<file path="config.mk">
export PLATFORM = sky130hd
export DESIGN_NAME = binary_range_sort_bitmap
export DESIGN_NICKNAME = d
export VERILOG_FILES = /design/src/hdl/brsb_pkg.sv /design/src/hdl/brsb_dp.sv /design/src/hdl/brsb_ctl.sv /design/src/hdl/binary_range_sort_bitmap.sv
export SDC_FILE = /design/constraint.sdc
export NUM_CORES = 2
export LEC_CHECK = 0
export BUFFER_PORTS_ARGS = -buffer_cell sky130_fd_sc_hd__buf_2
export CAP_MARGIN = 20
export CORE_ASPECT_RATIO = 1.1
export CORE_UTILIZATION = 59
export CTS_BUF_LIST = sky130_fd_sc_hd__clkbuf_2 sky130_fd_sc_hd__clkbuf_4 sky130_fd_sc_hd__clkbuf_8
export CTS_CLUSTER_SIZE = 20
export DETAILED_ROUTE_END_ITERATION = 10
export GPL_TIMING_DRIVEN = 0
export MAX_ROUTING_LAYER = met4
export PLACE_DENSITY_LB_ADDON = 0.12
export SYNTH_ARGS = -nofsm -noshare
export SYNTH_HDL_FRONTEND = slang
export SYNTH_SLANG_ARGS = --single-unit
</file>
<file path="constraint.sdc">
create_clock -name clk -period 20.1 [get_ports clk]
set_input_delay 4.02 -clock clk [delete_from_list [all_inputs] [get_ports clk]]
set_output_delay 4.02 -clock clk [all_outputs]
set_load 0.01 [all_outputs]
</file>
<file path="src/hdl/brsb_pkg.sv">
// ----------------------------------------------------------------------------
// brsb_pkg
// Shared constants, command codes and controller/datapath interface types
// for the binary range-sort bitmap.
// ----------------------------------------------------------------------------
package brsb_pkg;

  localparam int DEPTH      = 1024;
  localparam int WORD_W     = 64;
  localparam int BIT_W      = $clog2(WORD_W);
  localparam int NWORDS     = DEPTH / WORD_W;
  localparam int WADDR_W    = (NWORDS > 1) ? $clog2(NWORDS) : 1;

  localparam int CMD_W      = 3;
  localparam int IDX_W      = 10;
  localparam int VAL_W      = 32;
  localparam int CNT_W      = 11;
  localparam int THR_W      = 32;
  localparam int LEN_W      = 11;
  localparam int BW_W       = CNT_W - BIT_W;

  localparam int CFG_IDX_W  = 1;
  localparam int CFG_DATA_W = 32;

  localparam logic [CFG_IDX_W-1:0] CFG_THRESHOLD  = 1'b0;
  localparam logic [CFG_IDX_W-1:0] CFG_ACTIVE_LEN = 1'b1;
  localparam logic [LEN_W-1:0]     LEN_RESET      = LEN_W'(1024);

  typedef enum logic [CMD_W-1:0] {
    CMD_LOAD      = 3'd0,
    CMD_SORT_UP   = 3'd1,
    CMD_SORT_DOWN = 3'd2,
    CMD_READ      = 3'd3,
    CMD_COUNT     = 3'd4
  } cmd_t;

  typedef struct packed {
    logic latch;
    logic dec_init;
    logic ptr_rst;
    logic ptr_inc;
    logic rd_en;
    logic cnt_acc;
    logic fil_wr;
    logic pt_wr;
    logic out_load;
  } dp_cmd_t;

  typedef struct packed {
    logic bad;
    logic is_point;
    logic is_sort;
    logic last_word;
  } dp_sts_t;

endpackage

</file>
<file path="src/hdl/brsb_dp.sv">
// ----------------------------------------------------------------------------
// brsb_dp
// Datapath: config registers, item latch, word-wide bit store with per-word
// valid bits, range masks, ones counter, sort fill and result register.
// ----------------------------------------------------------------------------
module brsb_dp (
  input  logic                           clk,
  input  logic                           rst_n,
  input  logic                           cfg_we,
  input  logic [brsb_pkg::CFG_IDX_W-1:0]  cfg_index,
  input  logic [brsb_pkg::CFG_DATA_W-1:0] cfg_data,
  input  logic [brsb_pkg::CMD_W-1:0]      in_cmd,
  input  logic [brsb_pkg::IDX_W-1:0]      in_index_lo,
  input  logic [brsb_pkg::IDX_W-1:0]      in_index_hi,
  input  logic [brsb_pkg::VAL_W-1:0]      in_value,
  input  brsb_pkg::dp_cmd_t               cmd,
  output brsb_pkg::dp_sts_t               sts,
  output logic [brsb_pkg::CNT_W-1:0]      out_count,
  output logic                            out_status
);
  import brsb_pkg::*;

  localparam logic [WORD_W-1:0] ONES = '1;

  logic [THR_W-1:0]   threshold_r;
  logic [LEN_W-1:0]   active_len_r;
  logic [CMD_W-1:0]   cmd_r;
  logic [IDX_W-1:0]   lo_r, hi_r;
  logic [VAL_W-1:0]   value_r;
  logic [WADDR_W-1:0] ptr_r;
  logic [CNT_W-1:0]   acc_r;
  logic [CNT_W-1:0]   out_count_r;
  logic               out_status_r;

  logic [WORD_W-1:0]  mem [NWORDS];
  logic [NWORDS-1:0]  wvalid_r;
  logic [WORD_W-1:0]  rd_data_r;
  logic               rd_vld_r;

  logic [LEN_W-1:0]   len;
  logic               bad;
  logic [WADDR_W-1:0] lo_word, hi_word;
  logic [BIT_W-1:0]   lo_bit, hi_bit;
  logic [WORD_W-1:0]  old_w, rmask, pat, ge_m, wdata;
  logic [CNT_W-1:0]   bnd;
  logic [BW_W-1:0]    ptr_x;
  logic               we;

  assign lo_word = lo_r[IDX_W-1:BIT_W];
  assign hi_word = hi_r[IDX_W-1:BIT_W];
  assign lo_bit  = lo_r[BIT_W-1:0];
  assign hi_bit  = hi_r[BIT_W-1:0];
  assign len     = (active_len_r < LEN_W'(DEPTH)) ? active_len_r : LEN_W'(DEPTH);

  always_comb begin
    unique case (cmd_r) inside
      CMD_LOAD, CMD_READ: begin
        bad          = LEN_W'(lo_r) >= len;
        sts.is_point = 1'b1;
        sts.is_sort  = 1'b0;
      end
      CMD_SORT_UP, CMD_SORT_DOWN, CMD_COUNT: begin
        bad          = (lo_r > hi_r) || (LEN_W'(hi_r) >= len);
        sts.is_point = 1'b0;
        sts.is_sort  = (cmd_r != CMD_COUNT);
      end
      default: begin
        bad          = 1'b1;
        sts.is_point = 1'b0;
        sts.is_sort  = 1'b0;
      end
    endcase
    sts.bad       = bad;
    sts.last_word = (ptr_r == hi_word);
  end

  assign old_w = rd_vld_r ? rd_data_r : '0;
  assign rmask = ((ptr_r == lo_word) ? (ONES << lo_bit) : ONES) &
                 ((ptr_r == hi_word) ? (ONES >> (BIT_W'(WORD_W - 1) - hi_bit)) : ONES);

  assign bnd   = (cmd_r == CMD_SORT_UP) ? (CNT_W'(hi_r) + CNT_W'(1) - acc_r)
                                        : (CNT_W'(lo_r) + acc_r);
  assign ptr_x = BW_W'(ptr_r);
  assign ge_m  = (ptr_x > bnd[CNT_W-1:BIT_W]) ? ONES :
                 (ptr_x == bnd[CNT_W-1:BIT_W]) ? (ONES << bnd[BIT_W-1:0]) : '0;
  assign pat   = (cmd_r == CMD_SORT_UP) ? ge_m : ~ge_m;

  always_comb begin
    wdata = old_w;
    if (cmd.fil_wr) begin
      wdata = (old_w & ~rmask) | (pat & rmask);
    end else begin
      wdata[lo_bit] = (value_r > threshold_r);
    end
  end

  assign we = cmd.fil_wr || (cmd.pt_wr && (cmd_r == CMD_LOAD));

  always_ff @(posedge clk) begin
    if (we) begin
      mem[ptr_r] <= wdata;
    end
    if (cmd.rd_en) begin
      rd_data_r <= mem[ptr_r];
    end
  end

  always_ff @(posedge clk) begin
    if (!rst_n) begin
      wvalid_r     <= '0;
      rd_vld_r     <= 1'b0;
      threshold_r  <= '0;
      active_len_r <= LEN_RESET;
    end else begin
      if (we) begin
        wvalid_r[ptr_r] <= 1'b1;
      end
      if (cmd.rd_en) begin
        rd_vld_r <= wvalid_r[ptr_r];
      end
      if (cfg_we) begin
        unique case (cfg_index)
          CFG_THRESHOLD:  threshold_r  <= cfg_data;
          CFG_ACTIVE_LEN: active_len_r <= cfg_data[LEN_W-1:0];
          default: ;
        endcase
      end
    end
  end

  always_ff @(posedge clk) begin
    if (cmd.latch) begin
      cmd_r   <= in_cmd;
      lo_r    <= in_index_lo;
      hi_r    <= in_index_hi;
      value_r <= in_value;
    end
    if (cmd.dec_init) begin
      ptr_r <= lo_word;
      acc_r <= '0;
    end else begin
      if (cmd.ptr_rst) begin
        ptr_r <= lo_word;
      end else if (cmd.ptr_inc) begin
        ptr_r <= ptr_r + WADDR_W'(1);
      end
      if (cmd.cnt_acc) begin
        acc_r <= acc_r + CNT_W'($countones(old_w & rmask));
      end else if (cmd.pt_wr && (cmd_r == CMD_READ)) begin
        acc_r <= CNT_W'(old_w[lo_bit]);
      end
    end
    if (cmd.out_load) begin
      out_count_r  <= bad ? '0 : acc_r;
      out_status_r <= bad;
    end
  end

  assign out_count  = out_count_r;
  assign out_status = out_status_r;

endmodule

</file>
<file path="src/hdl/brsb_ctl.sv">
// ----------------------------------------------------------------------------
// brsb_ctl
// Controller: sequences decode, per-word count and fill passes, and owns
// the input stall and the result valid.
// ----------------------------------------------------------------------------
module brsb_ctl (
  input  logic              clk,
  input  logic              rst_n,
  input  logic              in_valid,
  output logic              in_stall,
  output logic              out_valid,
  input  logic              out_stall,
  input  brsb_pkg::dp_sts_t sts,
  output brsb_pkg::dp_cmd_t cmd
);
  import brsb_pkg::*;

  typedef enum logic [3:0] {
    S_IDLE, S_DECODE, S_PT_RD, S_PT_EV, S_CNT_RD, S_CNT_EV,
    S_FIL_RD, S_FIL_WR, S_DONE
  } state_t;

  state_t state_r, state_nxt;
  logic   out_valid_r, out_valid_nxt;
  logic   out_free;

  assign out_free  = !(out_valid_r && out_stall);
  assign in_stall  = (state_r != S_IDLE);
  assign out_valid = out_valid_r;

  always_comb begin
    cmd       = '0;
    state_nxt = state_r;
    unique case (state_r)
      S_IDLE: begin
        if (in_valid) begin
          cmd.latch = 1'b1;
          state_nxt = S_DECODE;
        end
      end
      S_DECODE: begin
        cmd.dec_init = 1'b1;
        if (sts.bad)           state_nxt = S_DONE;
        else if (sts.is_point) state_nxt = S_PT_RD;
        else                   state_nxt = S_CNT_RD;
      end
      S_PT_RD: begin
        cmd.rd_en = 1'b1;
        state_nxt = S_PT_EV;
      end
      S_PT_EV: begin
        cmd.pt_wr = 1'b1;
        state_nxt = S_DONE;
      end
      S_CNT_RD: begin
        cmd.rd_en = 1'b1;
        state_nxt = S_CNT_EV;
      end
      S_CNT_EV: begin
        cmd.cnt_acc = 1'b1;
        if (!sts.last_word) begin
          cmd.ptr_inc = 1'b1;
          state_nxt   = S_CNT_RD;
        end else if (sts.is_sort) begin
          cmd.ptr_rst = 1'b1;
          state_nxt   = S_FIL_RD;
        end else begin
          state_nxt = S_DONE;
        end
      end
      S_FIL_RD: begin
        cmd.rd_en = 1'b1;
        state_nxt = S_FIL_WR;
      end
      S_FIL_WR: begin
        cmd.fil_wr = 1'b1;
        if (sts.last_word) begin
          state_nxt = S_DONE;
        end else begin
          cmd.ptr_inc = 1'b1;
          state_nxt   = S_FIL_RD;
        end
      end
      S_DONE: begin
        if (out_free) begin
          cmd.out_load = 1'b1;
          state_nxt    = S_IDLE;
        end
      end
      default: state_nxt = S_IDLE;
    endcase
  end

  always_comb begin
    out_valid_nxt = out_valid_r;
    if (cmd.out_load)    out_valid_nxt = 1'b1;
    else if (!out_stall) out_valid_nxt = 1'b0;
  end

  always_ff @(posedge clk) begin
    if (!rst_n) begin
      state_r     <= S_IDLE;
      out_valid_r <= 1'b0;
    end else begin
      state_r     <= state_nxt;
      out_valid_r <= out_valid_nxt;
    end
  end

endmodule

</file>
<file path="src/hdl/binary_range_sort_bitmap.sv">
// ----------------------------------------------------------------------------
// binary_range_sort_bitmap
// Bitmap of 1024 positions with load, point read, range count and range
// sort (ascending or descending) commands; one result item per input item.
// ----------------------------------------------------------------------------
// The bitmap lives in a single-port memory of 64-bit words; every word is
// read and then processed in the following cycle. A load or point read
// decodes, then reads and processes its word; a range count reads and counts
// each word in the range (up to 16), and a range sort then rewrites those
// words in a second pass. A bad range or unknown command goes from decode
// to the result. The next item is accepted as soon as the result is handed
// to the output register, even while it still waits. Reset clears the valid
// bits at once, so there is no clearing pass; configuration is taken in any cycle.
// ----------------------------------------------------------------------------
module binary_range_sort_bitmap (
  input  logic                            clk,
  input  logic                            rst_n,
  input  logic                            cfg_we,
  input  logic [brsb_pkg::CFG_IDX_W-1:0]  cfg_index,
  input  logic [brsb_pkg::CFG_DATA_W-1:0] cfg_data,
  input  logic                            in_valid,
  output logic                            in_stall,
  input  logic [brsb_pkg::CMD_W-1:0]      in_cmd,
  input  logic [brsb_pkg::IDX_W-1:0]      in_index_lo,
  input  logic [brsb_pkg::IDX_W-1:0]      in_index_hi,
  input  logic [brsb_pkg::VAL_W-1:0]      in_value,
  output logic                            out_valid,
  input  logic                            out_stall,
  output logic [brsb_pkg::CNT_W-1:0]      out_count,
  output logic                            out_status
);
  import brsb_pkg::*;

  dp_cmd_t dp_cmd;
  dp_sts_t dp_sts;

  brsb_ctl u_ctl (
    .clk       (clk),
    .rst_n     (rst_n),
    .in_valid  (in_valid),
    .in_stall  (in_stall),
    .out_valid (out_valid),
    .out_stall (out_stall),
    .sts       (dp_sts),
    .cmd       (dp_cmd)
  );

  brsb_dp u_dp (
    .clk         (clk),
    .rst_n       (rst_n),
    .cfg_we      (cfg_we),
    .cfg_index   (cfg_index),
    .cfg_data    (cfg_data),
    .in_cmd      (in_cmd),
    .in_index_lo (in_index_lo),
    .in_index_hi (in_index_hi),
    .in_value    (in_value),
    .cmd         (dp_cmd),
    .sts         (dp_sts),
    .out_count   (out_count),
    .out_status  (out_status)
  );

endmodule

</file>
# Word level (Yosys, flattened, before mapping)
# Memory sizes are Yosys's and may differ from the RTL's. A register that Yosys moved wholly into a read port is not among the register bits.
# Index checks and enable logic that the tools add are counted.
classes:
  reduce_logical: 19
  n_mux: 51
  n_shift: 3
  n_lt_le_gt_ge: 10
  bitwise: 9
  addsub: 69
  eq_ne: 19
op_table:
  columns: ["operator", "n"]
  rows:
  - ["$mux W64", 7]
  - ["$add A11 B11 Y11", 32]
  - ["$and A64 B64 Y64", 4]
  - ["$not A64 Y64", 2]
  - ["$shl A64 B6 Y64 const A", 2]
  - ["$add A1 B1 Y2", 32]
  - ["$bwmux W64", 1]
  - ["$or A64 B64 Y64", 1]
  - ["$shr A64 B6 Y64 const A", 1]
  - ["$mux W11", 4]
  - ["$mux W4", 9]
  - ["$pmux W4 S9", 1]
  - ["$gt A32 B32 Y1", 1]
  - ["$ge A10 B11 Y1", 2]
  - ["$mux W1", 22]
  - ["$eq A4 B3 Y1 const B", 4]
  - ["$or A16 B16 Y16", 1]
  - ["$add A10 B1 Y11 const B", 1]
  - ["$add A10 B11 Y11", 1]
  - ["$lt A11 B11 Y1 const B", 1]
  - ["$sub A11 B11 Y11", 1]
  - ["$gt A10 B10 Y1", 1]
  - ["$eq A4 B2 Y1 const B", 2]
  - ["$eq A4 B4 Y1", 2]
  - ["other kinds (34)", 45]
word_totals:
  regBits: 147
  memories: 1
  inputBits: 93
  out_inout_bits: 14
  ramBits: 1024
  elab_cells: 195
mem_list:
  columns: ["memory", "depth", "width", "read_ports", "rd_clocked_by_memory_dff", "write_ports", "line_no", "text"]
  rows:
  - ["u_dp.mem", 16, 64, 1, 1, 1, "brsb_dp.sv:35", "logic [WORD_W-1:0] mem [NWORDS];"]

# Depth between registers and ports, before layout
logic_depth:
  depth_word: 13
  depth_mapped: 34
  mapped_depth_nobuf: 33

# By module
# From an unflattened synthesis, not the netlist that was laid out.
hier_totals:
  cells_unflattened: 3530
  hier_area_um2: 56233.9
modules_own_cells:
  columns: ["module", "area_per_inst_um2", "seq_area_each_um2", "instances", "cells_each"]
  rows:
  - ["brsb_dp", 55866.1, 36224.7, 1, 3484]
  - ["brsb_ctl", 367.9, 100.1, 1, 46]

# Worst setup path before layout
# No wires, ideal clock.
synth_timing:
  path_kind: "register to register"
  start: "register u_dp.lo_r[1]"
  end: "register u_dp.acc_r[10]"
  slack_ns: 11.802
  required_ns: 19.969
  stages_incl_launch_ff: 31
  arrival_ns: 8.167
  path_buffers: 1
  synth_period_minus_slack_ns: 8.298
  setup_ns: 0.131
  path_cell_list: "edfxtp_1 > clkbuf_1 > nand2_1 > nor2_1 > nand2_1 > o32ai_1 > nor2_1 > ha_1 > inv_1 > fa_1 > inv_1 > fa_1 > inv_1 > fa_1 > inv_1 > fa_1 > inv_1 > fa_1 > fa_1 > fa_1 > fa_1 > fa_1 > nor2b_1 > o21ai_0 > a21boi_0 > o21ai_0 > a21boi_0 > nor2_1 > o41ai_1 > xnor2_1 > nor3_1"
synth_via:
  elab_chain_len: 12
  word_cells_on_any_way: 69
  cone_classes: "64 x add/sub; 1 x shift; 2 x mux; 2 x bitwise"
synth_lines:
  columns: ["item", "line_no", "text"]
  rows:
  - ["start: declaration", "brsb_dp.sv:28", "logic [IDX_W-1:0] lo_r, hi_r;"]
  - ["start signal: assignment", "brsb_dp.sv:134", "lo_r <= in_index_lo;"]
  - ["$shl A64 B6 Y64 (*)", "brsb_dp.sv:78", "assign rmask = ((ptr_r == lo_word) ? (ONES << lo_bit) : ONES) &"]
  - ["$mux W64 (*)", "brsb_dp.sv:78", null]
  - ["$and A64 B64 Y64 (*)", "brsb_dp.sv:78", null]
  - ["$and A64 B64 Y64 (*)", "brsb_dp.sv:148", "acc_r <= acc_r + CNT_W'($countones(old_w & rmask));"]
  - ["$add A1 B1 Y2 (not written as such)", "brsb_dp.sv:148", null]
  - ["$add A11 B11 Y11 (not written as such) (4 in a row)", "brsb_dp.sv:148", null]
  - ["$add A11 B11 Y11 (not written as such) (*)", "brsb_dp.sv:148", null]
  - ["$add A11 B11 Y11 (*)", "brsb_dp.sv:148", null]
  - ["$mux W11 (*)", "brsb_dp.sv:147", "if (cmd.cnt_acc) begin"]
  - ["end signal: assignment", "brsb_dp.sv:148", null]
  - ["end signal: assignment", "brsb_dp.sv:150", "acc_r <= CNT_W'(old_w[lo_bit]);"]
  - ["end: declaration", "brsb_dp.sv:31", "logic [CNT_W-1:0] acc_r;"]
# Mark *: on every way between the ends. The rest lies on a longest branch, timed or not.
# A chain may end at the register's enable or synchronous reset.

# Worst setup path after layout
layout_timing:
  start: "register u_dp.hi_r[4]"
  end: "register u_dp.acc_r[10]"
layout_via:
  elab_chain_len: 13
  word_cells_on_any_way: 70
  cone_classes: "65 x add/sub; 1 x shift; 2 x mux; 2 x bitwise"
layout_lines:
  columns: ["item", "line_no", "text"]
  rows:
  - ["start: declaration", "brsb_dp.sv:28", null]
  - ["start signal: assignment", "brsb_dp.sv:135", "hi_r <= in_index_hi;"]
  - ["$sub A6 B6 Y6 (*)", "brsb_dp.sv:79", "((ptr_r == hi_word) ? (ONES >> (BIT_W'(WORD_W - 1) - hi_bit)) : ONES);"]
  - ["$shr A64 B6 Y64 (*)", "brsb_dp.sv:79", null]
  - ["$mux W64 (*)", "brsb_dp.sv:79", null]
  - ["$and A64 B64 Y64 (*)", "brsb_dp.sv:78", null]
  - ["$and A64 B64 Y64 (*)", "brsb_dp.sv:148", null]
  - ["$add A1 B1 Y2 (not written as such)", "brsb_dp.sv:148", null]
  - ["$add A11 B11 Y11 (not written as such) (4 in a row)", "brsb_dp.sv:148", null]
  - ["$add A11 B11 Y11 (not written as such) (*)", "brsb_dp.sv:148", null]
  - ["$add A11 B11 Y11 (*)", "brsb_dp.sv:148", null]
  - ["$mux W11 (*)", "brsb_dp.sv:147", null]
# Marks and branches as above.

==> results.py <==
metrics = {
    "synthesis": {
        "ys.flop_type": "edfxtp_1",
        "syn_area_sq_mm": 0.0565,
        "syn_area_per_cell_sq_um": 15.9,
        "seq_area_frac_synth_pct": 64.3,
        "syn-instance-count": 3547,
        "yosysUniqueCellTypes": 85,
        "ys.warnings.count": 0,
        "synth_edf_count": 1159,
        "syn-num-nets": 3858,
        "ys_async_sr_fraction_pct": 0,
        "synth_seq_cells": 1235,
    },
    "setup_path": {
        "arrival_ps": 11800,
        "critPathLaunchType": "flip-flop",
        "slowest_delay_ps": 840,
        "rrSetupSlack_ps": 9100,
        "crit_fanout": 10,
        "critPathRequiredTime_ps": 20900,
        "endpoint_kind": "flip-flop",
        "critPathKind": "flip-flop to flip-flop",
        "worst_r2r_startpoint": "u_dp.hi_r[4]$_DFFE_PP_",
        "crit_start": "u_dp.hi_r[4]$_DFFE_PP_",
        "crit_path_frequent_cell": "fa_1",
        "slowest_stage": "nor2_1",
    },
    "power": {
        "p_total_w": 0.00605,
        "p_per_area_mw_per_mm2": 93.5,
        "vdd_drop_max_mv": 0.122,
        "leakagePower_nw": 23.5,
    },
    "placed_design": {
        "dpl.cell_count": 5040,
        "port_buffers": 105,
        "gp_congestion": 1.14,
        "hpwl_um": 145000,
    },
    "global_route": {
        "grt_overflow": 0,
        "track_usage_pct": 43.6,
        "grt_max_degree": 45,
        "grt_pass1_wl_um": 282000,
        "antenna_found_initial": 7,
        "grt_pass1_vias": 38645,
    },
    "cts": {
        "cts_setup_buffers": 0,
        "htreeDepth": 4,
        "clk_path_buf_depth": 3,
        "hold_buffers": 0,
        "cts-resized-gates": 0,
        "cts.sinks": 1235,
        "clock_latency_ps": 900,
        "numCtsBuffers": 183,
        "cts_tree": "done",
        "clk_pin_slew_ps": 60,
        "root_buffer": "clkbuf_8",
    },
    "timing": {
        "hold_viol": 0,
        "fin_setup_tns_ps": 0,
        "worstMarginPinSlew_ps": 1260,
        "slew_headroom_pct": 15.8,
        "hold_slack_ps": 470,
        "max_freq_mhz": 90.9,
        "min_period_over_period_pct": 54.7,
        "rsz0062_at_grt": "false",
        "fin_skew_ps": 56.2,
        "fin_crit_ps": 11000,
        "report.final.slew_viol_count": 0,
        "finalSetupViolCount": 0,
    },
    "floorplan": {
        "rows": 118,
        "num_io_pins": 107,
        "dieArea_sq_mm": 0.0971,
        "initial_utilization_pct": 59.8,
        "die-width_um": 297,
        "die_y_um": 327,
        "fp.coreArea_sq_mm": 0.0945,
    },
    "route": {
        "wl_um": 203000,
        "firstDrtPassIters": 6,
        "ant_nets": 0,
        "drt_iter0_markers": 5094,
        "wl_per_cell_um": 37.6,
        "num_vias": 38050,
        "via_per_inst": 7.03,
        "drc_errors": 0,
    },
    "cells_and_area": {
        "drive_gt1_share_pct": 23.4,
        "layoutNonFillerInstCount": 5415,
        "nets": 4313,
        "area_delta_synth_final_pct": 14.4,
        "fillerInstances": 5956,
    },
    "status": {
        "status": "completed",
    },
    "hold_path": {
        "hp-start": "u_dp.wvalid_r[11]$_SDFFE_PN0N_",
        "hold_path.class": "flip-flop to flip-flop",
    },
    "flow_run": {
        "drv_cap": 0,
    },
}
==> area by class of cell <==
| cell class | count | area (sq um) | area share, % |
|---|---|---|---|
| inverters | 175 | 657 | 1.02 |
| flip-flops and latches | 1235 | 36300 | 56.1 |
| plain buffers | 199 | 781 | 1.21 |
| clock buffers | 240 | 2980 | 4.60 |
| clock inverters | 90 | 657 | 1.02 |
| multi-input cells | 1938 | 19000 | 29.3 |
| well taps | 1260 | 1580 | 2.44 |
| repair buffers | 270 | 2720 | 4.20 |
| diodes | 8 | 20.0 | 0.0309 |
==> final timing paths <==
kind                                     to  cells past startpoint
min reg2reg  u_dp.wvalid_r[11]$_SDFFE_PN0N_                      1
min          u_dp.wvalid_r[11]$_SDFFE_PN0N_                      1
max reg2reg     u_dp.acc_r[10]$_SDFFE_PP0P_                     30
max             u_dp.acc_r[10]$_SDFFE_PP0P_                     30
==> through the flow <==
stage / utilization [%] / setup slack, ps / instance area (sq um)
6_report: 68.5 / 9100 / 64700
5_1_grt: 68.5 / 8650 / 64700
4_1_cts: 68.0 / 9380 / 64300
3_5_place_dp: 64.2 / 9400 / 60700
3_3_place_gp: 62.1 / 6380 / 58600
2_1_floorplan: - / 11800 / 56500
==> power by group <==
part / switching, W / internal [W]
registers: 0.0000363 / 0.00283
clock network: 0.00100 / 0.00107
logic: 0.000703 / 0.000412
total: 0.00174 / 0.00431
==> state kept, by name, indices dropped and copies added (netlist names) <==
name               count
u_ctl.out_valid        1
u_dp.value_r          32
u_dp.out_count        11
u_dp.active_len_r     11
u_dp.lo_r             10
u_dp.mem            1024
u_dp.acc_r            11
u_ctl.state_r          4
u_dp.hi_r             10
u_dp.wvalid_r         16
u_dp.cmd_r             3
u_dp.rd_data_r        64
u_dp.out_status        1
u_dp.ptr_r             4
u_dp.rd_vld_r          1
u_dp.threshold_r      32
==> layout by cell type (no fill, tap or decap), types with 77 or more instances in the layout <==
cell,synthesis,layout
edfxtp_1,1159,1159
mux4_2,333,333
nand2_1,259,259
clkbuf_8,0,189
inv_1,173,173
nor2_1,182,170
a21oi_1,155,155
ha_1,153,153
clkbuf_1,151,149
buf_2,7,120
o21ai_0,81,79
xnor2_1,77,77
==> logic make-up after synthesis <==
family	Yosys count	synth area share (%)
muxes	355	13.7
xor gates and xnor gates	85	1.32
DFF	1235	64.3
adders and majority gates	218	5.69
AOI/OAI and AO/OA	546	6.49
and+or+nand+nor	734	6.03
buffers and inverters	374	2.54
==> per-layer routing <==
layer | vias up | part of all wire [%] | global-route usage (%)
li1 | 14874 | - | -
met1 | 19024 | 34 | 52.9
met2 | 3379 | 46 | 65.5
met3 | 773 | 12 | 10.3
met4 | 0 | 7.8 | 29.3
met5 | - | 0 | -
==> critical path, delay by kind of cell (launching register included) <==
kind	cells	cell delay [ps]
adders and majority gates	10	4710
and+or+nand+nor	6	2090
AOI/OAI and AO/OA	6	1750
buffers and inverters	7	1730
DFF	1	500
xor gates and xnor gates	1	100
==> cell usage after synthesis (17+ instances only) <==
cell type,instances,area [sq um]
ha_1,153,1910
mux4_2,333,7500
o21a_1,23,173
a21oi_1,155,776
fa_1,65,1300
and3_1,34,213
o221ai_1,17,149
a221oi_1,29,254
and2_1,25,156
buf_1,37,139
xnor2_1,77,674
nand3_1,48,240
a21o_1,26,195
a211oi_1,26,195
nor2b_1,30,188
edfxtp_1,1159,34800
dfxtp_1,76,1520
nand4_1,33,206
clkbuf_1,151,567
a31oi_1,17,106
o21ai_0,81,405
nand2_1,259,972
a21boi_0,45,338
nor3_1,51,255
nor2_1,182,683
inv_1,173,649
nand2b_1,25,156
Note: power is estimated with default switching activity, not from simulation.
